===== src/rtl/prtpe_pkg.sv =====
// ----------------------------------------------------------------------------
// prtpe_pkg
// Types, constants and helper functions of the per-rate power table engine.
// ----------------------------------------------------------------------------
package prtpe_pkg;

	localparam int RATES_PER_ROW = 8;
	localparam int TABLE_SIZE    = 4 * RATES_PER_ROW;
	localparam int TABLE_AW      = $clog2(TABLE_SIZE);
	localparam int STORE_DEPTH   = 13;
	localparam int STORE_AW      = $clog2(STORE_DEPTH);
	localparam int CORE_BASE     = 9;
	localparam int CORES_DEF     = 4;
	localparam int COUNT_W       = 6;

	localparam int IN_TDATA_W  = 80;
	localparam int OUT_TDATA_W = 16;

	localparam logic [12:0] FREQ_BASE   = 13'd5000;
	localparam logic [12:0] EDGE_LOW40  = 13'd5250;
	localparam logic [12:0] EDGE_LOW    = 13'd5210;
	localparam logic [12:0] EDGE_MID    = 13'd5500;
	localparam logic [12:0] EDGE_HIGH   = 13'd5745;
	localparam logic [7:0]  CHAN_BAND1  = 8'd52;
	localparam logic [7:0]  CHAN_BAND2  = 8'd100;
	localparam logic [7:0]  TOP_SPACING = 8'h7f;
	localparam logic [7:0]  NO_MAX      = 8'hff;

	localparam logic [2:0] OP_STORE   = 3'd0;
	localparam logic [2:0] OP_LOAD    = 3'd1;
	localparam logic [2:0] OP_SPACING = 3'd2;
	localparam logic [2:0] OP_ADD     = 3'd3;
	localparam logic [2:0] OP_CAP     = 3'd4;
	localparam logic [2:0] OP_FLOOR   = 3'd5;
	localparam logic [2:0] OP_MAX     = 3'd6;
	localparam logic [2:0] OP_READ    = 3'd7;

	localparam logic [1:0] WIDTH_40 = 2'd1;
	localparam logic [1:0] WIDTH_80 = 2'd2;

	localparam logic CFG_CORE_MASK  = 1'b0;
	localparam logic CFG_CORE_COUNT = 1'b1;

	typedef enum logic [2:0] {
		ALU_PASS = 3'd0,
		ALU_ADD  = 3'd1,
		ALU_MIN  = 3'd2,
		ALU_MAX  = 3'd3,
		ALU_SUB2 = 3'd4
	} alu_mode_t;

	typedef struct packed {
		alu_mode_t   mode;
		logic [7:0]  a;
		logic [8:0]  b;
	} alu_req_t;

	typedef enum logic [5:0] {
		ST_IDLE   = 6'b000001,
		ST_CORE   = 6'b000010,
		ST_TOP    = 6'b000100,
		ST_FILL   = 6'b001000,
		ST_LEGACY = 6'b010000,
		ST_OUT    = 6'b100000
	} state_t;

	// Entry count after a load, by channel width.
	function automatic logic [COUNT_W-1:0] count_for_width(input logic [1:0] w);
		logic [COUNT_W-1:0] c;
		case (w)
			WIDTH_80: c = COUNT_W'(4 * RATES_PER_ROW);
			WIDTH_40: c = COUNT_W'(3 * RATES_PER_ROW);
			default:  c = COUNT_W'(2 * RATES_PER_ROW);
		endcase
		return c;
	endfunction

	// OFDM rate k takes its value from this MCS20 rate.
	function automatic logic [2:0] legacy_map(input logic [2:0] k);
		logic [2:0] m;
		case (k)
			3'd4:    m = 3'd1;
			3'd5:    m = 3'd2;
			3'd6:    m = 3'd3;
			3'd7:    m = 3'd4;
			default: m = 3'd0;
		endcase
		return m;
	endfunction

endpackage


===== src/rtl/per_rate_power_table_engine.sv =====
// ----------------------------------------------------------------------------
// per_rate_power_table_engine
// Per-rate TX power table with a limit store, driven by one opcode per item.
// ----------------------------------------------------------------------------
// Items arrive on the s_ stream; each gives exactly one result on the m_ stream
// (power value and active entry count). The cfg channel writes core_mask
// (index 0) and core_count (index 1); it is always ready. The user must write
// it only while the engine is idle; the block itself does not enforce this.
// One item is worked at a time: s_tready is high only in the idle state.
// Work per item:
//   store word, read entry: straight to the output register
//   load: core scan, top select, 24 MCS entries, 8 OFDM copies
//   load spacing: 24 MCS entries, 8 OFDM copies
//   add, cap, floor, get max: a walk over the active entries (16, 24 or 32), none if empty.
// The single table write port and the shared ALU handle one entry per cycle.
// The result stays in the output register until the receiver takes it;
// the next item can be taken the cycle after.
// Reset clears the limit store, the table and the count, and sets core_mask
// to 1 and core_count to 4.
// ----------------------------------------------------------------------------
module per_rate_power_table_engine #(
	parameter int CORES = prtpe_pkg::CORES_DEF
) (
	input  logic                               clk,
	input  logic                               arst_n,
	input  logic                               s_tvalid,
	output logic                               s_tready,
	// opcode[2:0], channel[10:3], width_code[12:11], ceiling[20:13],
	// adjust[29:21], bound[37:30], entry_index[42:38], slot[46:43],
	// slot_word[78:47], zero pad[79]
	input  logic [prtpe_pkg::IN_TDATA_W-1:0]   s_tdata,
	output logic                               m_tvalid,
	input  logic                               m_tready,
	// value[7:0], entry_count[13:8], zero pad[15:14]
	output logic [prtpe_pkg::OUT_TDATA_W-1:0]  m_tdata,
	input  logic                               cfg_valid,
	output logic                               cfg_ready,
	input  logic                               cfg_index,
	input  logic [3:0]                         cfg_data
);
	import prtpe_pkg::*;

	localparam int CORE_W = (CORES > 1) ? $clog2(CORES) : 1;

	// Input fields.
	logic [2:0]  in_opcode;
	logic [7:0]  in_channel;
	logic [1:0]  in_width;
	logic [7:0]  in_ceiling;
	logic [8:0]  in_adjust;
	logic [7:0]  in_bound;
	logic [4:0]  in_index;
	logic [3:0]  in_slot;
	logic [31:0] in_word;

	assign in_opcode  = s_tdata[2:0];
	assign in_channel = s_tdata[10:3];
	assign in_width   = s_tdata[12:11];
	assign in_ceiling = s_tdata[20:13];
	assign in_adjust  = s_tdata[29:21];
	assign in_bound   = s_tdata[37:30];
	assign in_index   = s_tdata[42:38];
	assign in_slot    = s_tdata[46:43];
	assign in_word    = s_tdata[78:47];

	state_t                state_q;
	logic [31:0]           store_q [STORE_DEPTH];
	logic [7:0]            tbl_q   [TABLE_SIZE];
	logic [COUNT_W-1:0]    count_q;
	logic [3:0]            mask_q;
	logic [2:0]            ccount_q;
	logic [TABLE_AW-1:0]   ptr_q;
	logic [CORE_W-1:0]     core_q;
	logic [7:0]            acc_q;
	logic [7:0]            value_q;

	logic [2:0]  op_q;
	logic [7:0]  chan_q;
	logic [1:0]  width_q;
	logic [7:0]  ceil_q;
	logic [8:0]  adj_q;
	logic [7:0]  bound_q;

	logic                accept;
	logic [12:0]         freq;
	logic [1:0]          sb;
	logic [1:0]          band;
	logic [STORE_AW-1:0] st_addr;
	logic [31:0]         st_rd;
	logic [7:0]          core_byte;
	logic [3:0]          nib;
	logic                core_sel;
	logic [TABLE_AW-1:0] tbl_ra;
	logic [7:0]          tbl_rd;
	logic                tbl_we;
	logic [7:0]          tbl_wd;
	logic                walk_last;
	logic [7:0]          maxp;
	logic [7:0]          top;
	alu_req_t            alu_req;
	logic [7:0]          alu_y;

	assign accept    = s_tvalid && s_tready;
	assign s_tready  = (state_q == ST_IDLE);
	assign m_tvalid  = (state_q == ST_OUT);
	assign m_tdata   = {2'b00, count_q, value_q};
	assign cfg_ready = 1'b1;

	// Sub-band from the carrier frequency; the first edge moves at 40 MHz.
	always_comb begin
		freq = FREQ_BASE + {3'b000, chan_q, 2'b00} + {5'b00000, chan_q};
		if (freq < ((width_q == WIDTH_40) ? EDGE_LOW40 : EDGE_LOW))
			sb = 2'd0;
		else if (freq < EDGE_MID)
			sb = 2'd1;
		else if (freq < EDGE_HIGH)
			sb = 2'd2;
		else
			sb = 2'd3;
		if (chan_q < CHAN_BAND1)
			band = 2'd0;
		else if (chan_q < CHAN_BAND2)
			band = 2'd1;
		else
			band = 2'd2;
	end

	// Single read port on the limit store: core words during the scan,
	// offset words (band * 3 + row - 1) during the fill.
	always_comb begin
		if (state_q == ST_CORE)
			st_addr = STORE_AW'(CORE_BASE) + STORE_AW'(core_q);
		else
			st_addr = STORE_AW'({band, 1'b0}) + STORE_AW'(band)
				+ STORE_AW'(ptr_q[4:3]) - STORE_AW'(1);
	end

	assign st_rd     = store_q[st_addr];
	assign core_byte = 8'(st_rd >> {sb, 3'b000});
	assign nib       = 4'(st_rd >> {ptr_q[2:0], 2'b00});
	assign core_sel  = (3'(core_q) < ccount_q) && mask_q[core_q];

	// Single read port on the rate table.
	always_comb begin
		case (state_q)
			ST_LEGACY: tbl_ra = TABLE_AW'(RATES_PER_ROW) + TABLE_AW'(legacy_map(ptr_q[2:0]));
			ST_IDLE:   tbl_ra = in_index;
			default:   tbl_ra = ptr_q;
		endcase
	end

	assign tbl_rd    = tbl_q[tbl_ra];
	assign walk_last = ({1'b0, ptr_q} == count_q - COUNT_W'(1));

	always_comb begin
		maxp = (acc_q == NO_MAX) ? 8'd0 : acc_q;
		top  = (ceil_q != 8'd0 && ceil_q < maxp) ? ceil_q : maxp;
	end

	// The ST_FILL state doubles as the walk for table operations; op_q tells
	// them apart.
	always_comb begin
		alu_req.mode = ALU_PASS;
		alu_req.a    = tbl_rd;
		alu_req.b    = '0;
		case (state_q)
			ST_CORE: begin
				alu_req.mode = ALU_MIN;
				alu_req.a    = acc_q;
				alu_req.b    = {1'b0, core_byte};
			end
			ST_FILL: begin
				case (op_q)
					OP_LOAD, OP_SPACING: begin
						alu_req.mode = ALU_SUB2;
						alu_req.a    = acc_q;
						alu_req.b    = {5'b00000, nib};
					end
					OP_ADD: begin
						alu_req.mode = ALU_ADD;
						alu_req.b    = adj_q;
					end
					OP_CAP: begin
						alu_req.mode = ALU_MIN;
						alu_req.b    = {1'b0, bound_q};
					end
					OP_FLOOR: begin
						alu_req.mode = ALU_MAX;
						alu_req.b    = {1'b0, bound_q};
					end
					OP_MAX: begin
						alu_req.mode = ALU_MAX;
						alu_req.b    = {1'b0, acc_q};
					end
					default: alu_req.mode = ALU_PASS;
				endcase
			end
			default: alu_req.mode = ALU_PASS;
		endcase
	end

	prtpe_alu u_alu (
		.req (alu_req),
		.y   (alu_y)
	);

	// Table write data: fill rows past the count are cleared.
	always_comb begin
		tbl_we = 1'b0;
		tbl_wd = alu_y;
		case (state_q)
			ST_FILL: begin
				if (op_q == OP_LOAD || op_q == OP_SPACING) begin
					tbl_we = 1'b1;
					tbl_wd = ({1'b0, ptr_q} < count_q) ? alu_y : 8'd0;
				end else begin
					tbl_we = (op_q != OP_MAX);
				end
			end
			ST_LEGACY: begin
				tbl_we = 1'b1;
				tbl_wd = tbl_rd;
			end
			default: tbl_we = 1'b0;
		endcase
	end

	always_ff @(posedge clk or negedge arst_n) begin
		if (!arst_n) begin
			for (int i = 0; i < TABLE_SIZE; i++)
				tbl_q[i] <= 8'd0;
		end else if (tbl_we) begin
			tbl_q[ptr_q] <= tbl_wd;
		end
	end

	always_ff @(posedge clk or negedge arst_n) begin
		if (!arst_n) begin
			for (int i = 0; i < STORE_DEPTH; i++)
				store_q[i] <= 32'd0;
		end else if (accept && in_opcode == OP_STORE && in_slot < 4'(STORE_DEPTH)) begin
			store_q[in_slot] <= in_word;
		end
	end

	always_ff @(posedge clk or negedge arst_n) begin
		if (!arst_n) begin
			mask_q   <= 4'd1;
			ccount_q <= 3'd4;
		end else if (cfg_valid && cfg_ready) begin
			case (cfg_index)
				CFG_CORE_MASK:  mask_q   <= cfg_data;
				CFG_CORE_COUNT: ccount_q <= cfg_data[2:0];
				default:        mask_q   <= mask_q;
			endcase
		end
	end

	always_ff @(posedge clk) begin
		if (accept) begin
			op_q    <= in_opcode;
			chan_q  <= in_channel;
			width_q <= in_width;
			ceil_q  <= in_ceiling;
			adj_q   <= in_adjust;
			bound_q <= in_bound;
		end
	end

	always_ff @(posedge clk or negedge arst_n) begin
		if (!arst_n) begin
			state_q <= ST_IDLE;
			count_q <= '0;
			ptr_q   <= '0;
			core_q  <= '0;
			acc_q   <= '0;
			value_q <= '0;
		end else begin
			case (state_q)
				ST_IDLE: begin
					if (accept) begin
						value_q <= 8'd0;
						ptr_q   <= '0;
						acc_q   <= 8'd0;
						core_q  <= '0;
						case (in_opcode)
							OP_STORE: state_q <= ST_OUT;
							OP_READ: begin
								value_q <= tbl_rd;
								state_q <= ST_OUT;
							end
							OP_LOAD: begin
								acc_q   <= NO_MAX;
								state_q <= ST_CORE;
							end
							OP_SPACING: begin
								acc_q   <= TOP_SPACING;
								count_q <= count_for_width(in_width);
								ptr_q   <= TABLE_AW'(RATES_PER_ROW);
								state_q <= ST_FILL;
							end
							default: begin
								state_q <= (count_q == '0) ? ST_OUT : ST_FILL;
							end
						endcase
					end
				end
				ST_CORE: begin
					if (core_sel)
						acc_q <= alu_y;
					if (core_q == CORE_W'(CORES - 1))
						state_q <= ST_TOP;
					else
						core_q <= core_q + CORE_W'(1);
				end
				ST_TOP: begin
					value_q <= maxp;
					acc_q   <= top;
					count_q <= count_for_width(width_q);
					ptr_q   <= TABLE_AW'(RATES_PER_ROW);
					state_q <= ST_FILL;
				end
				ST_FILL: begin
					if (op_q == OP_LOAD || op_q == OP_SPACING) begin
						ptr_q <= ptr_q + TABLE_AW'(1);
						if (ptr_q == TABLE_AW'(TABLE_SIZE - 1))
							state_q <= ST_LEGACY;
					end else begin
						if (op_q == OP_MAX)
							acc_q <= alu_y;
						if (walk_last) begin
							value_q <= (op_q == OP_MAX) ? alu_y : 8'd0;
							state_q <= ST_OUT;
						end else begin
							ptr_q <= ptr_q + TABLE_AW'(1);
						end
					end
				end
				ST_LEGACY: begin
					ptr_q <= ptr_q + TABLE_AW'(1);
					if (ptr_q == TABLE_AW'(RATES_PER_ROW - 1))
						state_q <= ST_OUT;
				end
				ST_OUT: begin
					if (m_tready)
						state_q <= ST_IDLE;
				end
				default: state_q <= ST_IDLE;
			endcase
		end
	end

endmodule


===== src/rtl/prtpe_alu.sv =====
// ----------------------------------------------------------------------------
// prtpe_alu
// Shared per-entry arithmetic: clamped add, min, max and offset subtract.
// ----------------------------------------------------------------------------
module prtpe_alu (
	input  prtpe_pkg::alu_req_t req,
	output logic [7:0]          y
);
	import prtpe_pkg::*;

	logic signed [10:0] sum;
	logic [7:0]         off;

	always_comb begin
		sum = $signed({3'b000, req.a}) + $signed({{2{req.b[8]}}, req.b});
		off = {3'b000, req.b[3:0], 1'b0};
		y   = req.a;
		case (req.mode)
			ALU_ADD: begin
				if (sum < 0)
					y = 8'd0;
				else if (sum > 11'sd127)
					y = 8'd127;
				else
					y = sum[7:0];
			end
			ALU_MIN:  y = (req.a < req.b[7:0]) ? req.a : req.b[7:0];
			ALU_MAX:  y = (req.a > req.b[7:0]) ? req.a : req.b[7:0];
			ALU_SUB2: y = (off > req.a) ? 8'd0 : req.a - off;
			default:  y = req.a;
		endcase
	end

endmodule


===== config.mk =====
export PLATFORM = sky130hd
export DESIGN_NAME = per_rate_power_table_engine
export DESIGN_NICKNAME = d
export VERILOG_FILES = /design/src/rtl/prtpe_pkg.sv /design/src/rtl/per_rate_power_table_engine.sv /design/src/rtl/prtpe_alu.sv
export SDC_FILE = /design/constraint.sdc
export NUM_CORES = 2
export LEC_CHECK = 0
export ABC_CLOCK_PERIOD_IN_PS = 11800
export BUFFER_PORTS_ARGS = -buffer_cell sky130_fd_sc_hd__buf_2
export CAP_MARGIN = 10
export CORE_UTILIZATION = 35
export CTS_BUF_LIST = sky130_fd_sc_hd__clkbuf_16
export DETAILED_ROUTE_END_ITERATION = 6
export SLEW_MARGIN = 20
export SYNTH_ARGS = -nofsm -noshare
export SYNTH_HDL_FRONTEND = slang
export SYNTH_SLANG_ARGS = --single-unit

===== constraint.sdc =====
create_clock -name clk -period 11.8 [get_ports clk]
set_input_delay 0.59 -clock clk [delete_from_list [all_inputs] [get_ports clk]]
set_output_delay 0.59 -clock clk [all_outputs]
set_load 0.02 [all_outputs]

# Word level (Yosys, flattened, before mapping)
# Cells that the tools add are included.
# word_totals
regBits	752
latch_bits	0
ram_bits	0
romBits	0
input_bits	90
output_inout_bits	19
word_cells	250
mem_count	0
# op_classes
addsub	12
mul	0
div_mod_pow	0
n_lt_le_gt_ge	21
n_eq_ne	46
shifts	2
muxes	77
bitwise_logic	5
n_reduce_logical	28
# ops
cell	n
bitwise mux 416 bit	1
bitwise mux 256 bit	1
two-way mux 8 bit	23
binary-select mux 32 bit (select 4 bit)	1
demux 32 bit (select 4 bit)	1
two-way mux 32 bit	3
case mux 8 bit (4 select lines)	2
two-way mux 6 bit	10
binary-select mux 8 bit (select 5 bit)	1
demux 8 bit (select 5 bit)	1
case mux 6 bit (2 select lines)	3
case mux 6 bit (6 select lines)	1
case mux 9 bit (4 select lines)	1
case mux 17 bit (2 select lines)	1
case mux 8 bit (2 select lines)	2
>> shifter 32 x 5 -> 4 bit	1
>> shifter 32 x 5 -> 8 bit	1
equality test 3 bit (second input constant)	9
< comparator 13 bit (second input constant)	2
case mux 3 bit (4 select lines)	2
case mux 8 bit (3 select lines)	1
case mux 5 bit (4 select lines)	1
case mux 6 bit (3 select lines)	1
< comparator 8 bit	2
other kinds (71)	119

# Logic depth before layout (Yosys ltp)
# logic_depth
ltp_word	23
mapped_depth	36
ltp_nobuf	34

# Cells and area by module
# A second synthesis with hierarchy kept.
# unflattened
cells_unflattened	3553
area_unflattened_um2	38182.9
# by_module_without_submodules
mod	n_inst	cells_per_inst	area_per_inst_um2	seq_area_each_um2
per_rate_power_table_engine	1	3363	36780.3	18936.9
prtpe_alu	1	190	1402.6	0.0

# Worst setup path after synthesis
# Ideal clock, no wire load.
# synth_timing
path_type	register to register
start	register chan_q[7]
end	register tbl_q[100] (netlist name)
t_arrival_ps	7177
path_slack_ps	4490
stages_incl_launch_ff	36
n_path_buf	6
synth_period_minus_slack_ps	7310
cell_sequence	edfxtp_1 -> inv_1 -> ha_1 -> o2111ai_1 -> nand2_1 -> nand3_1 -> ha_1 -> fa_1 -> clkbuf_1 -> a21boi_0 -> nor2_2 -> buf_6 -> buf_6 -> buf_6 -> buf_2 -> a221oi_1 -> o21a_1 -> nor2_1 -> mux4_2 -> mux2i_1 -> o21ai_0 -> ha_1 -> inv_1 -> fa_1 -> o21bai_1 -> a21oi_1 -> o21ai_0 -> a21oi_1 -> xnor2_1 -> and2_1 -> a21oi_1 -> a311o_1 -> a221o_1 -> a22oi_1 -> clkbuf_1 -> o21ai_0
# synth_between
elab_chain_len	23
elab_cells_between_ends	41
cone_classes	7 x add/sub; 10 x order compare; 2 x shift; 21 x mux; 1 x bitwise
# synth_lines
item	line	text
start, declared	per_rate_power_table_engine.sv:78	logic [7:0] chan_q;
start signal, assigned	per_rate_power_table_engine.sv:262	chan_q <= in_channel;
< comparator 8 x 7 -> 1 bit	per_rate_power_table_engine.sv:122	else if (chan_q < CHAN_BAND2)
two-way mux 2 bit	per_rate_power_table_engine.sv:122	
two-way mux 2 bit	per_rate_power_table_engine.sv:120	if (chan_q < CHAN_BAND1)
adder 3 x 2 -> 4 bit	per_rate_power_table_engine.sv:134	st_addr = STORE_AW'({band, 1'b0}) + STORE_AW'(band)
adder 4 x 2 -> 4 bit	per_rate_power_table_engine.sv:135	+ STORE_AW'(ptr_q[4:3]) - STORE_AW'(1);
subtractor 4 x 1 -> 4 bit	per_rate_power_table_engine.sv:135	
two-way mux 4 bit	per_rate_power_table_engine.sv:131	if (state_q == ST_CORE)
inverter 4 -> 5 bit (not written as such)	per_rate_power_table_engine.sv:138	assign st_rd = store_q[st_addr];
[... 7 more ...]	-	
> comparator 10 x 8 -> 1 bit	prtpe_alu.sv:22	else if (sum > 11'sd127)
two-way mux 8 bit	prtpe_alu.sv:22	
two-way mux 8 bit	prtpe_alu.sv:20	if (sum < 0)
case mux 8 bit (4 select lines) *	prtpe_alu.sv:18	case (req.mode)
two-way mux 8 bit	per_rate_power_table_engine.sv:215	tbl_wd = ({1'b0, ptr_q} < count_q) ? alu_y : 8'd0;
two-way mux 8 bit	per_rate_power_table_engine.sv:213	if (op_q == OP_LOAD || op_q == OP_SPACING) begin
case mux 8 bit (2 select lines) *	per_rate_power_table_engine.sv:211	case (state_q)
bitwise mux 256 bit *	per_rate_power_table_engine.sv:233	tbl_q[ptr_q] <= tbl_wd;
end signal, assigned by index	per_rate_power_table_engine.sv:233	
end, declared	per_rate_power_table_engine.sv:68	logic [7:0] tbl_q [TABLE_SIZE];
# Every way passes the cells marked *; elsewhere a longest branch is shown, timed or not. The select of a mux whose other input is x is not followed.
# A chain may end at the register's enable or synchronous reset.

# Worst setup path in the final report
# layout_timing
start	register chan_q[7]
end	register tbl_q[93] (netlist name)
# Same word-level chain as after synthesis.

==> flow_summary_export.csv <==
group,metric,value,unit
timing,setup_tns,0,ns
final_layout,design_area,43500,µm²
power,cellInternalPower,0.00613,W
synthesis,synth-edff-count,38,
synthesis,seq_area_frac_synth,48.4,%
cts,post_cts_resized,0,
die,die_area,113000,µm²
synthesis,netlist_area,39100,µm²
critical_path,worstPathMaxFanout,32,
timing,skew,0.0268,ns
synthesis,ys.flop_type,"dfrtp_1",
power,power_leakage,19.8,nW
status,violations,"negative hold slack",
cts,cts_tree,"done",
timing,setup_slack,1.99,ns
timing,setup_violations,0,
cts,clockBufferDepth,3,
power,p_per_area,270,nW/µm²
global_routing,grt_pass1_wl,191000,µm
detailed_routing,drtPass1Iterations,5,
final_layout,nNetsFinal,3785,
critical_path,critPathRequiredTime,12.35,ns
detailed_routing,drc,0,
power,ir_drop,0.000257,V
cts,cts_sinks,749,
timing,fin_crit,9.81,ns
critical_path,worst_ep_arrival_time,10.36,ns
power,power_switching,0.00561,W
status,outcome,"finished, violations left",
place,post-place-cells,5033,
synthesis,synth.distinct_cells,107,
detailed_routing,ant_nets,0,
power,p_clk_share,20.5,%
cts,numCtsBuffers,80,
detailed_routing,routed_via_density,5.78,
timing,slew_headroom,16.8,%
die,fp.dieW,336,µm
cts,root_buffer,"clkbuf_16",
global_routing,grt_max_degree,157,
critical_path,crit_buf_inv,3,
critical_path,cp-start-kind,"register",
synthesis,ys_warn_count,0,
timing,hold_viol,4,
final_layout,drive_above_1_share,24.3,%
place,portBuffers,101,
place,hpwl,81200,µm
timing,tightest_slew,1.22,ns
power,pwr-share-comb,52.7,%
critical_path,cpMaxStageDelayCell,"o211ai_1",
global_routing,antenna_found_initial,17,
critical_path,cpPeakStageDelay,0.85,ns
synthesis,ys_ff_latch,749,
power,power,0.0117,W
synthesis,async_reset_ff_share,94.9,%
timing,rsz0062_at_grt,"false",
final_layout,area_growth,11.2,%
detailed_routing,post_drt_wl_per_cell,24.3,µm
global_routing,grt_overflow,0,
critical_path,crit_path_end_kind,"register",
die,fp.dieH,336,µm
power,seq_power_share,26.7,%
die,pin_count,109,
critical_path,cp_top_family,"compound AO/OA/AOI/OAI gates",
timing,max_freq,102,MHz
timing,post-route-period-util,83.1,%
critical_path,path_class,"reg2reg",
detailed_routing,routed_wl,126000,µm
power,swShare,47.8,%
cts,cts_setup_buffers,0,
global_routing,grt_pass1_vias,29500,
detailed_routing,drt_iter0_drc,3004,
timing,drv_slew,0,
final_layout,fin_cells,5182,
detailed_routing,via_count,30000,
die,placementRows,122,
job,cap_violations,0,
place,post-place-ws,2.18,ns
cts,clkTransAtPathRegs,0.06,ns
place,place_congestion,0.903,
cts,holdBufCountCts,0,
hold_path,hp-class,"in2async",
synthesis,synthCells,3616,
timing,whs,-0.0174,ns
synthesis,avgSynthCellArea,10.8,µm²
place,dpl_cell_area,41000,µm²
die,core-area,111000,µm²
die,initial_utilization,35.3,%
global_routing,grt_usage,22.3,%
cts,h-tree-depth,3,
cts,insertion_delay,0.65,ns
-- power by group through the flow --
stage / clock [W] / sequential, W / combinational, W
floorplan: 0 / 0.00308 / 0.00394
global placement: 0 / 0.00317 / 0.00602
detailed placement: 0 / 0.00318 / 0.00605
CTS: 0.00246 / 0.00313 / 0.00608
global route: 0.00256 / 0.00317 / 0.00654
finish: 0.00241 / 0.00314 / 0.00619
-- synth_stat cells, types with 41 or more instances --
cell type	n	area share, %
clkbuf_1	115	1.1
nor2_1	211	2.0
nand2_1	366	3.5
mux2i_1	148	3.8
inv_1	87	0.83
nand3_1	91	1.2
a31oi_1	41	0.66
a211oi_1	81	1.6
mux2_2	497	14
dfrtp_1	708	45
o211ai_1	48	0.92
and3_1	43	0.69
o21ai_0	183	2.3
a21oi_1	169	2.2
buf_2	56	0.72
o22a_1	43	0.96
ha_1	64	2.0
-- logic make-up (layout without fill, tap and decap cells) --
kind of cell	count (synthesis)	in the layout	share of synthesized area [%]
AO/OA/AOI/OAI	875	875	15.5
XOR/XNOR	22	22	0.493
adder cells (fa/ha/maj)	68	68	2.25
buffers and inverters	352	421	4.25
flip-flops	749	749	48.4
multiplexers	653	653	18.5
other	2	11	0.0192
AND/OR/NAND/NOR	895	895	10.5
-- area by class of cell --
type	instances	area [µm²]
repair buffers	187	1180
well taps	1488	1860
clock buffers	82	2050
fillers	10800	67200
clock inverters	62	393
inverters	90	338
diodes	5	12.5
flip-flops and latches	749	18900
multi-input cells	2519	18700
-- layout by cell type, fill, tap and decap left out, drive strengths merged, types with 93 or more instances in the layout --
cell type	netlist	layout
o21ai	192	192
a21oi	170	170
nor2	214	214
dfrtp	708	708
mux2i	148	148
inv	88	115
mux2	499	499
nand3	93	93
buf	147	187
nand2	368	368
-- through the flow --
| step | hold slack, ns | util (%) |
|---|---|---|
| finish | -0.0174 | 39.3 |
| CTS | 0.0212 | 39.3 |
| floorplan | 0.294 | - |
| detailed placement | 0.470 | 37.1 |
| global placement | 0.461 | 37.1 |
| global route | 0.0400 | 39.3 |
-- state kept, by name (all words and copies together) (netlist names), 3 cells and up --
register  count
acc_q         8
adj_q         9
bound_q       8
ccount_q      3
ceil_q        8
chan_q        8
count_q       3
mask_q        4
op_q          3
ptr_q         5
state_q       6
store_q     416
tbl_q       256
value_q       8
-- final timing paths --
check / start / end / slack (ns) / cells past startpoint
worst max-delay path: chan_q[7]$_DFFE_PP_ / tbl_q[93]$_DFFE_PN0P_ / 1.99 / 26
worst min-delay path: arst_n / tbl_q[36]$_DFFE_PN0P_ / -0.02 / 1
min in group clk: s_tdata[21] / adj_q[0]$_DFFE_PP_ / 0.12 / 1
worst min register to register: tbl_q[100]$_DFFE_PN0P_ / tbl_q[100]$_DFFE_PN0P_ / 0.48 / 2
worst max register to register: chan_q[7]$_DFFE_PP_ / tbl_q[93]$_DFFE_PN0P_ / 1.99 / 26
max in group asynchronous: arst_n / store_q[330]$_DFFE_PN0P_ / 9.47 / 3
-- per-layer routing --
metal	share of wire [%]	up-vias	wire length, µm	track usage, %
met3	7.2	257	9060	3.96
met5	0.089	-	112	0
li1	-	13300	-	-
met2	46	1115	57700	35.1
met1	43	15300	54600	30.7
met4	3.7	16	4630	7.92
Note: power is estimated with default switching activity, not from simulation.
